[config.mk]
export PLATFORM = sky130hd
export DESIGN_NAME = cow_result
export DESIGN_NICKNAME = d
export VERILOG_FILES = /design/src/cow_pkg.sv /design/src/cow_result.sv
export SDC_FILE = /design/constraint.sdc
export NUM_CORES = 1
export LEC_CHECK = 0
export BUFFER_PORTS_ARGS = -buffer_cell sky130_fd_sc_hd__buf_2
export CAP_MARGIN = 20
export CORE_MARGIN = 4
export CORE_UTILIZATION = 40
export DETAILED_ROUTE_END_ITERATION = 10
export GPL_ROUTABILITY_DRIVEN = 0
export GPL_TIMING_DRIVEN = 0
export PLACE_DENSITY_LB_ADDON = 0.2
export SLEW_MARGIN = 25
export SYNTH_ARGS = -nofsm -noshare
export SYNTH_HDL_FRONTEND = slang
export SYNTH_SLANG_ARGS = --single-unit
[constraint.sdc]
create_clock -name clk -period 0.8 [get_ports clk]
set_clock_uncertainty 0.05 [all_clocks]
set_input_delay 0 -clock clk [delete_from_list [all_inputs] [get_ports clk]]
set_output_delay 0 -clock clk [all_outputs]
set_load 0.01 [all_outputs]
[src/cow_pkg.sv]
`timescale 1ns / 1ps
// ----------------------------------------------------------------------------
// cow_pkg: shared types and helpers for the channel occupancy waterfall
// Input/result word layouts, action codes, sequencer states and the RGB565
// palette lookup.
// ----------------------------------------------------------------------------
package cow_pkg;

    // Hit count saturation level
    localparam logic [3:0] LEVEL_MAX = 4'd15;

    // Action codes carried in the input word
    typedef enum logic [1:0] {
        ACT_SAMPLE = 2'd0,
        ACT_COMMIT = 2'd1,
        ACT_READ   = 2'd2
    } cow_act_t;

    // Input word
    typedef struct packed {
        logic [1:0] action;
        logic [6:0] channel;
        logic       carrier;
        logic [4:0] row;
    } cow_in_t;

    // Result word
    typedef struct packed {
        logic [3:0]  level;
        logic [3:0]  peak;
        logic [15:0] color;
    } cow_out_t;

    // Sequencer states
    typedef enum logic [1:0] {
        ST_CLEAR,
        ST_IDLE,
        ST_COMMIT,
        ST_DRAIN
    } cow_state_t;

    // Control handed to the result stage
    typedef struct packed {
        logic load;
        logic chan_ok;
        logic cell_ok;
    } cow_rd_ctl_t;

    // RGB565 palette: red 15..11, green 10..5, blue 4..0
    function automatic logic [15:0] palette_color(input logic [3:0] lv);
        logic [4:0] r;
        logic [5:0] g;
        logic [4:0] b;
        case (lv) inside
            [4'd0:4'd3]:
            begin
                r = {lv[2:0], 2'b00};
                g = 6'd0;
                b = {lv[1:0], 3'b000};
            end
            [4'd4:4'd7]:
            begin
                r = {lv[2:0], 2'b00};
                g = 6'd0;
                b = 5'd31 - {lv[1:0], 3'b000};
            end
            [4'd8:4'd11]:
            begin
                r = 5'd31;
                g = {lv[1:0], 4'b0000};
                b = 5'd0;
            end
            default:
            begin
                r = 5'd31;
                g = 6'd63;
                b = {lv[1:0], 3'b000};
            end
        endcase
        return {r, g, b};
    endfunction

endpackage

[src/cow_result.sv]
`timescale 1ns / 1ps
// ----------------------------------------------------------------------------
// cow_result: read result stage
// Masks the raw memory data for out-of-range cells, looks up the palette
// color and holds the result word until the consumer takes it.
// ----------------------------------------------------------------------------
module cow_result
    import cow_pkg::*;
(
    input  logic        clk,
    input  logic        rst_n,
    input  cow_rd_ctl_t ctl,
    input  logic [3:0]  level_raw,
    input  logic [3:0]  peak_raw,
    output logic        free,
    output logic        result_valid,
    input  logic        result_ready,
    output cow_out_t    result
);

    logic     valid_reg;
    logic     valid_next;
    cow_out_t word_reg;
    cow_out_t word_next;

    // Slot can take a new word when empty or being drained this cycle
    assign free = !valid_reg || result_ready;

    // Masked fields and color
    always_comb
    begin
        word_next.level = ctl.cell_ok ? level_raw : 4'd0;
        word_next.peak  = ctl.chan_ok ? peak_raw  : 4'd0;
        word_next.color = ctl.cell_ok ? palette_color(level_raw) : 16'd0;
        valid_next      = ctl.load ? 1'b1 : (result_ready ? 1'b0 : valid_reg);
    end

    always_ff @(posedge clk or negedge rst_n)
    begin
        if (!rst_n)
        begin
            valid_reg <= 1'b0;
        end
        else
        begin
            valid_reg <= valid_next;
        end
    end

    always_ff @(posedge clk)
    begin
        if (ctl.load)
        begin
            word_reg <= word_next;
        end
    end

    assign result_valid = valid_reg;
    assign result       = word_reg;

endmodule

==> out/qor.csv, run 1 <==
stage,metric,value,unit
status,outcome,"finished, violations left",
power,static leakage,0.000538,uW
cells_and_area,final net count,121,
synth,"area leader, netlist",edfxtp_1,
die,die area,0.00289,mm2
sta,"Worst Setup Slack, final",-0.237,ns
placement,dpl cells,122,
cells_and_area,Final Util,60.9,%
die,Core Area,0.00198,mm2
sta,worst-case hold slack,0.0113,ns
cells_and_area,Antenna Cells,0,
die,chip height,53.7,um
drt,DRC,0,
synth,Gate Count Post-Synth,57,
cells_and_area,share of layout cells above drive strength 1,52.8,%
global_routing,largest net degree at the start of global routing,20,
cells_and_area,# fillers,167,
critical_path,Critical Path End Type,output pin,
drt,via count,573,
critical_path,"Max FO, Critical Path",4,
job,MaxCap Viol Count,0,
synth,main area contributors after synthesis,"edfxtp_1, buf_4, and2_1",
synth,syn_area_per_cell,14.7,um2
synth,Synth top area share,64.6,%
synth,Post-Syn Area,837,um2
drt,DR WL/cell,11.5,um
placement,Placed Area,0.00106,mm2
placement,PortBufs,38,
drt,initial DRC count,7,
clocking,Sink Count,19,
power,pwr/cell area,1720,mW/mm2
clocking,Max Root-Sink Buffers,2,
placement,HPWL Detailed,1.08,mm
hold_path,worst hold path class,primary input to register,
cells_and_area,Layout area overhead,44.1,%
drt,first-pass detailed-route iteration total,3,
power,Final Power,2070,uW
status,failing checks,setup timing,
synth,Yosys Warn Count,0,
synth,sequential share of the synthesized area,67.6,%
sta,"Slew Viols, Final",0,
clocking,CTS H-tree lvls,1,
sta,RSZ-0062 raised after global routing,yes,
synth,Mapped Nets,71,
sta,achievable frequency,964,MHz
critical_path,CP Data Required Time,0.75,ns
die,die width,53.7,um
die,initial cell density of the core,42.2,%
clocking,Skew-Pair Late Insertion Delay,0.29,ns
clocking,CTS tree,built,
die,I/O pin count,40,
clocking,CTS Root Cell,clkbuf_4,
critical_path,Setup CP Type,register to output pin,
synth,Yosys reg bits,19,
cells_and_area,most frequent cells in the layout,"buf_2, edfxtp_1, buf_6",
global_routing,vias in the first global route,551,
clocking,Worst-path clk slew,0.11,ns
sta,"Hold Vio Cnt, Final",0,
power,maximum VDD drop,0.00113,V
synth,Unique masters post-synth,16,
drt,via density per instance,4.31,
global_routing,GRT Util Overall,11.2,%
critical_path,CP Launch Type,register,
global_routing,global-route wire length before repair,2.30,mm
drt,final wirelength,1.53,mm
cells_and_area,Post-Layout Inst Area,0.00121,mm2
global_routing,grt ovf,0,
sta,slew of the pin with the lowest slew margin,0.411,ns
cells_and_area,fin cells,133,
critical_path,CP arrival,0.99,ns
sta,minimum clock period,1.04,ns
die,# rows,16,
clocking,CTS buffer count,3,
sta,Slew HR,72.6,%
global_routing,initial antenna violation count,0,
drt,Routed Antenna Nets,0,
sta,final period utilization,130,%
cells_and_area,"commonest non-fill, non-tap cell in the layout",buf_2,
sta,# setup viols final,26,
[kinds of logic after synthesis]
family,share of synthesized area (%)
DFF,67.6
buffers and inverters,8.97
AOI/OAI and AO/OA,5.68
and+or+nand+nor,17.8
[power breakdown]
part	internal [uW]	switching, uW
combinational	215	182
clock	186	290
sequential	1170	23.3
[through the flow]
| step | setup WS [ns] | TNS (ns) |
|---|---|---|
| 3_3_place_gp | 0.0280 | 0 |
| 4_1_cts | -0.239 | -2.88 |
| 3_5_place_dp | 0.00947 | 0 |
| 5_1_grt | -0.290 | -3.94 |
| 2_1_floorplan | 0.0319 | 0 |
| 6_report | -0.237 | -2.78 |
[Yosys cell counts, drive strengths merged]
cell and n:
and2 6, dfrtp 1, nand2 2, nor2 5
nand2b 2, edfxtp 18, nand4bb 2, nor2b 4
inv 3, buf 8, and3 1, o21a 3
o31ai 2
[area by class of cell]
class	instances	area [um2]	share of cell area [%]
inverter	3	11.3	0.934
sequential	19	566	46.9
timing repair buffer	45	300	24.9
buffer	8	71.3	5.91
tap	27	33.8	2.80
clock buffer	3	22.5	1.87
clock inverter	1	5.00	0.415
multi-input combinational	27	196	16.3
[state kept, by name, indices dropped and copies added (netlist names)]
register / count
result: 18
result_valid: 1
[what timing repair did]
action / in CTS / in global routing
resized for setup: 6 / 2
hold buffers: 7 / 0
buffers inserted: 1 / 0
endpoints found under the setup margin: 26 / 28
endpoints found under the hold margin: 6 / 0
[layer usage]
layer	wire length, um	up-vias	global-route usage (%)
li1	-	290	-
met1	609	257	11.7
met2	782	24	20.6
met3	132	2	3.05
met4	8	0	5.11
met5	0	-	0
[final timing paths]
kind,from,endpoint,slack [ns],depth (start not counted)
max,result[8],result[6],-0.24,2
min,result_ready,result_valid,0.01,4
max reg2reg,result_valid,result_valid,0.02,3
min reg2reg,result_valid,result_valid,0.60,3
max in group asynchronous,rst_n,result_valid,0.12,3
min in group asynchronous,rst_n,result_valid,0.48,3
[worst max-delay path, stage by stage, from the launching register on]
cell      delay (ns)
edfxtp_1        0.44
buf_4           0.16
buf_6           0.11
No activity file was read; power rests on OpenSTA's default activity.
==> run 2: changes to the inputs <==
--- a/config.mk
+++ b/config.mk
@@ -5,7 +5,7 @@
 export SDC_FILE = /design/constraint.sdc
 export NUM_CORES = 1
 export LEC_CHECK = 0
-export BUFFER_PORTS_ARGS = -buffer_cell sky130_fd_sc_hd__buf_2
+export BUFFER_PORTS_ARGS = -buffer_cell sky130_fd_sc_hd__clkbuf_2
 export CAP_MARGIN = 20
 export CORE_MARGIN = 4
 export CORE_UTILIZATION = 40
==> constraint.sdc (replaced) <==
create_clock -name clk -period 0.8 [get_ports clk]
set_clock_uncertainty 0.05 [all_clocks]
set_input_delay 0 -clock clk [delete_from_list [all_inputs] [get_ports clk]]
set_output_delay 0 -clock clk [all_outputs]
set_load 0.05 [all_outputs]
==> out/qor.csv, run 2 (synthesized netlist as in run 1, its figures left out) <==
stage,metric,value,unit,change
status,outcome,"finished, violations left",,unchanged
status,failing checks,setup timing,,unchanged
sta,achievable frequency,874,MHz,was 964 MHz
critical_path,Worst R2R Start,result_valid,,unchanged
cells_and_area,Layout area overhead,80.1,%,was 44.1%
power,maximum VDD drop,0.00132,V,was 0.00113 V
job,MaxCap Viol Count,0,,unchanged
hold_path,worst hold path class,primary input to register,,unchanged
power,static leakage,0.000662,uW,was 0.000538 uW
clocking,CTS tree,built,,unchanged
sta,RSZ-0062 raised after global routing,yes,,unchanged
die,# rows,16,,unchanged
drt,DRC,0,,unchanged
cells_and_area,"commonest non-fill, non-tap cell in the layout",edfxtp_1,,was buf_2
hold_path,HP Start,result_ready,,unchanged
die,initial cell density of the core,42.2,%,unchanged
clocking,CTS Root Cell,clkbuf_4,,unchanged
drt,via density per instance,4.38,,was 4.31
cells_and_area,fin cells,134,,was 133
placement,PortBufs,38,,unchanged
cells_and_area,most frequent cells in the layout,"edfxtp_1, clkbuf_2, clkbuf_8",,"was buf_2, edfxtp_1, buf_6"
sta,minimum clock period,1.14,ns,was 1.04 ns
cells_and_area,Post-Layout Inst Area,0.00151,mm2,was 0.00121 mm2
sta,# setup viols final,28,,was 26
cells_and_area,final net count,122,,was 121
sta,Slew HR,69.4,%,was 72.6%
die,die width,53.7,um,unchanged
critical_path,Worst Setup SP,result[8],,unchanged
drt,Routed Antenna Nets,0,,unchanged
clocking,CTS H-tree lvls,1,,unchanged
cells_and_area,register area,567,um2,was 566 um2
clocking,Worst-path clk slew,0.11,ns,about the same
cells_and_area,# fillers,115,,was 167
drt,via count,587,,was 573
critical_path,CP Data Required Time,0.75,ns,about the same
cells_and_area,Final Util,76.1,%,was 60.9%
global_routing,vias in the first global route,579,,was 551
sta,worst-case hold slack,0.0303,ns,was 0.0113 ns
critical_path,CP Launch Type,register,,unchanged
global_routing,global-route wire length before repair,2.77,mm,was 2.30 mm
die,I/O pin count,40,,unchanged
power,pwr/cell area,1750,mW/mm2,was 1720 mW/mm2
drt,DR WL/cell,13.5,um,was 11.5 um
hold_path,Min-Delay Path Depth,4,,unchanged
global_routing,grt ovf,0,,unchanged
placement,dpl cells,122,,unchanged
drt,final wirelength,1.81,mm,was 1.53 mm
cells_and_area,max reg flops,18,,unchanged
die,chip height,53.7,um,unchanged
die,die area,0.00289,mm2,unchanged
clocking,Sink Count,19,,unchanged
critical_path,"Max FO, Critical Path",4,,unchanged
critical_path,Critical Path End Type,output pin,,unchanged
clocking,Skew-Pair Late Insertion Delay,0.29,ns,about the same
critical_path,Setup CP Type,register to output pin,,unchanged
clocking,CTS buffer count,3,,unchanged
cells_and_area,Antenna Cells,0,,unchanged
clocking,Max Root-Sink Buffers,2,,unchanged
global_routing,largest net degree at the start of global routing,20,,unchanged
placement,HPWL Detailed,1.07,mm,was 1.08 mm
sta,slew of the pin with the lowest slew margin,0.458,ns,was 0.411 ns
drt,first-pass detailed-route iteration total,3,,unchanged
die,Core Area,0.00198,mm2,unchanged
cells_and_area,area of the multi-input gates,204,um2,was 196 um2
placement,Placed Area,0.00108,mm2,was 0.00106 mm2
sta,"Worst Setup Slack, final",-0.344,ns,was -0.237 ns
global_routing,GRT Util Overall,13.4,%,was 11.2%
critical_path,reg2reg path depth,3,,unchanged
sta,final period utilization,143,%,was 130%
sta,"Hold Vio Cnt, Final",0,,unchanged
global_routing,initial antenna violation count,0,,unchanged
sta,"Slew Viols, Final",0,,unchanged
critical_path,CP arrival,1.09,ns,was 0.99 ns
cells_and_area,share of layout cells above drive strength 1,54.2,%,was 52.8%
drt,initial DRC count,5,,was 7
-- run 2: cell type report --
cell class	count	area share (%)
buffer	8	5.73
clock buffer	4	1.74
inverter	3	0.747
multi-input combinational	27	13.5
sequential	19	37.6
tap	27	2.24
timing repair buffer	46	38.4
-- run 2: power breakdown --
part	total (uW)	internal (uW)	leakage, uW	switching (uW)
sequential	1230	1180	0.000183	49.3
clock	480	193	0.0000150	286
combinational	927	419	0.000463	508
-- run 2: timing repair --
action	4_1_cts	5_1_grt
hold buffers	7	0
setup buffers	1	1
setup endpoints to repair	26	27
endpoints found under the hold margin	5	0
gates resized for setup	61	7
pin swaps	0	0
-- run 2: final timing paths --
kind                                end  slack [ns]
hold reg to reg            result_valid        0.64
hold / removal             result_valid        0.03
setup / recovery              result[6]       -0.34
min in group asynchronous  result_valid        0.50
setup reg to reg           result_valid       -0.03
max in group asynchronous  result_valid        0.08
-- run 2: metal layers --
layer  part of all wire, %  global-route usage (%)
met2                    53                    23.8
met3                   6.7                    2.22
met4                  0.77                    3.83
met1                    39                    16.5
met5                     0                       0
-- run 2: critical path, cell delays in order (launching register included) --
cell	delay, ns
edfxtp_1	0.49
buf_6	0.16
clkbuf_16	0.16
-- run 2: per-stage QoR --
| stage | setup WS [ns] | power, uW | setup TNS [ns] |
|---|---|---|---|
| 2_1_floorplan | -0.179 | 1730 | -1.14 |
| 3_3_place_gp | -0.0511 | 1880 | -0.155 |
| 3_5_place_dp | -0.0685 | 1890 | -0.222 |
| 4_1_cts | -0.337 | 2620 | -4.87 |
| 5_1_grt | -0.398 | 2730 | -5.86 |
| 6_report | -0.344 | 2630 | -4.87 |
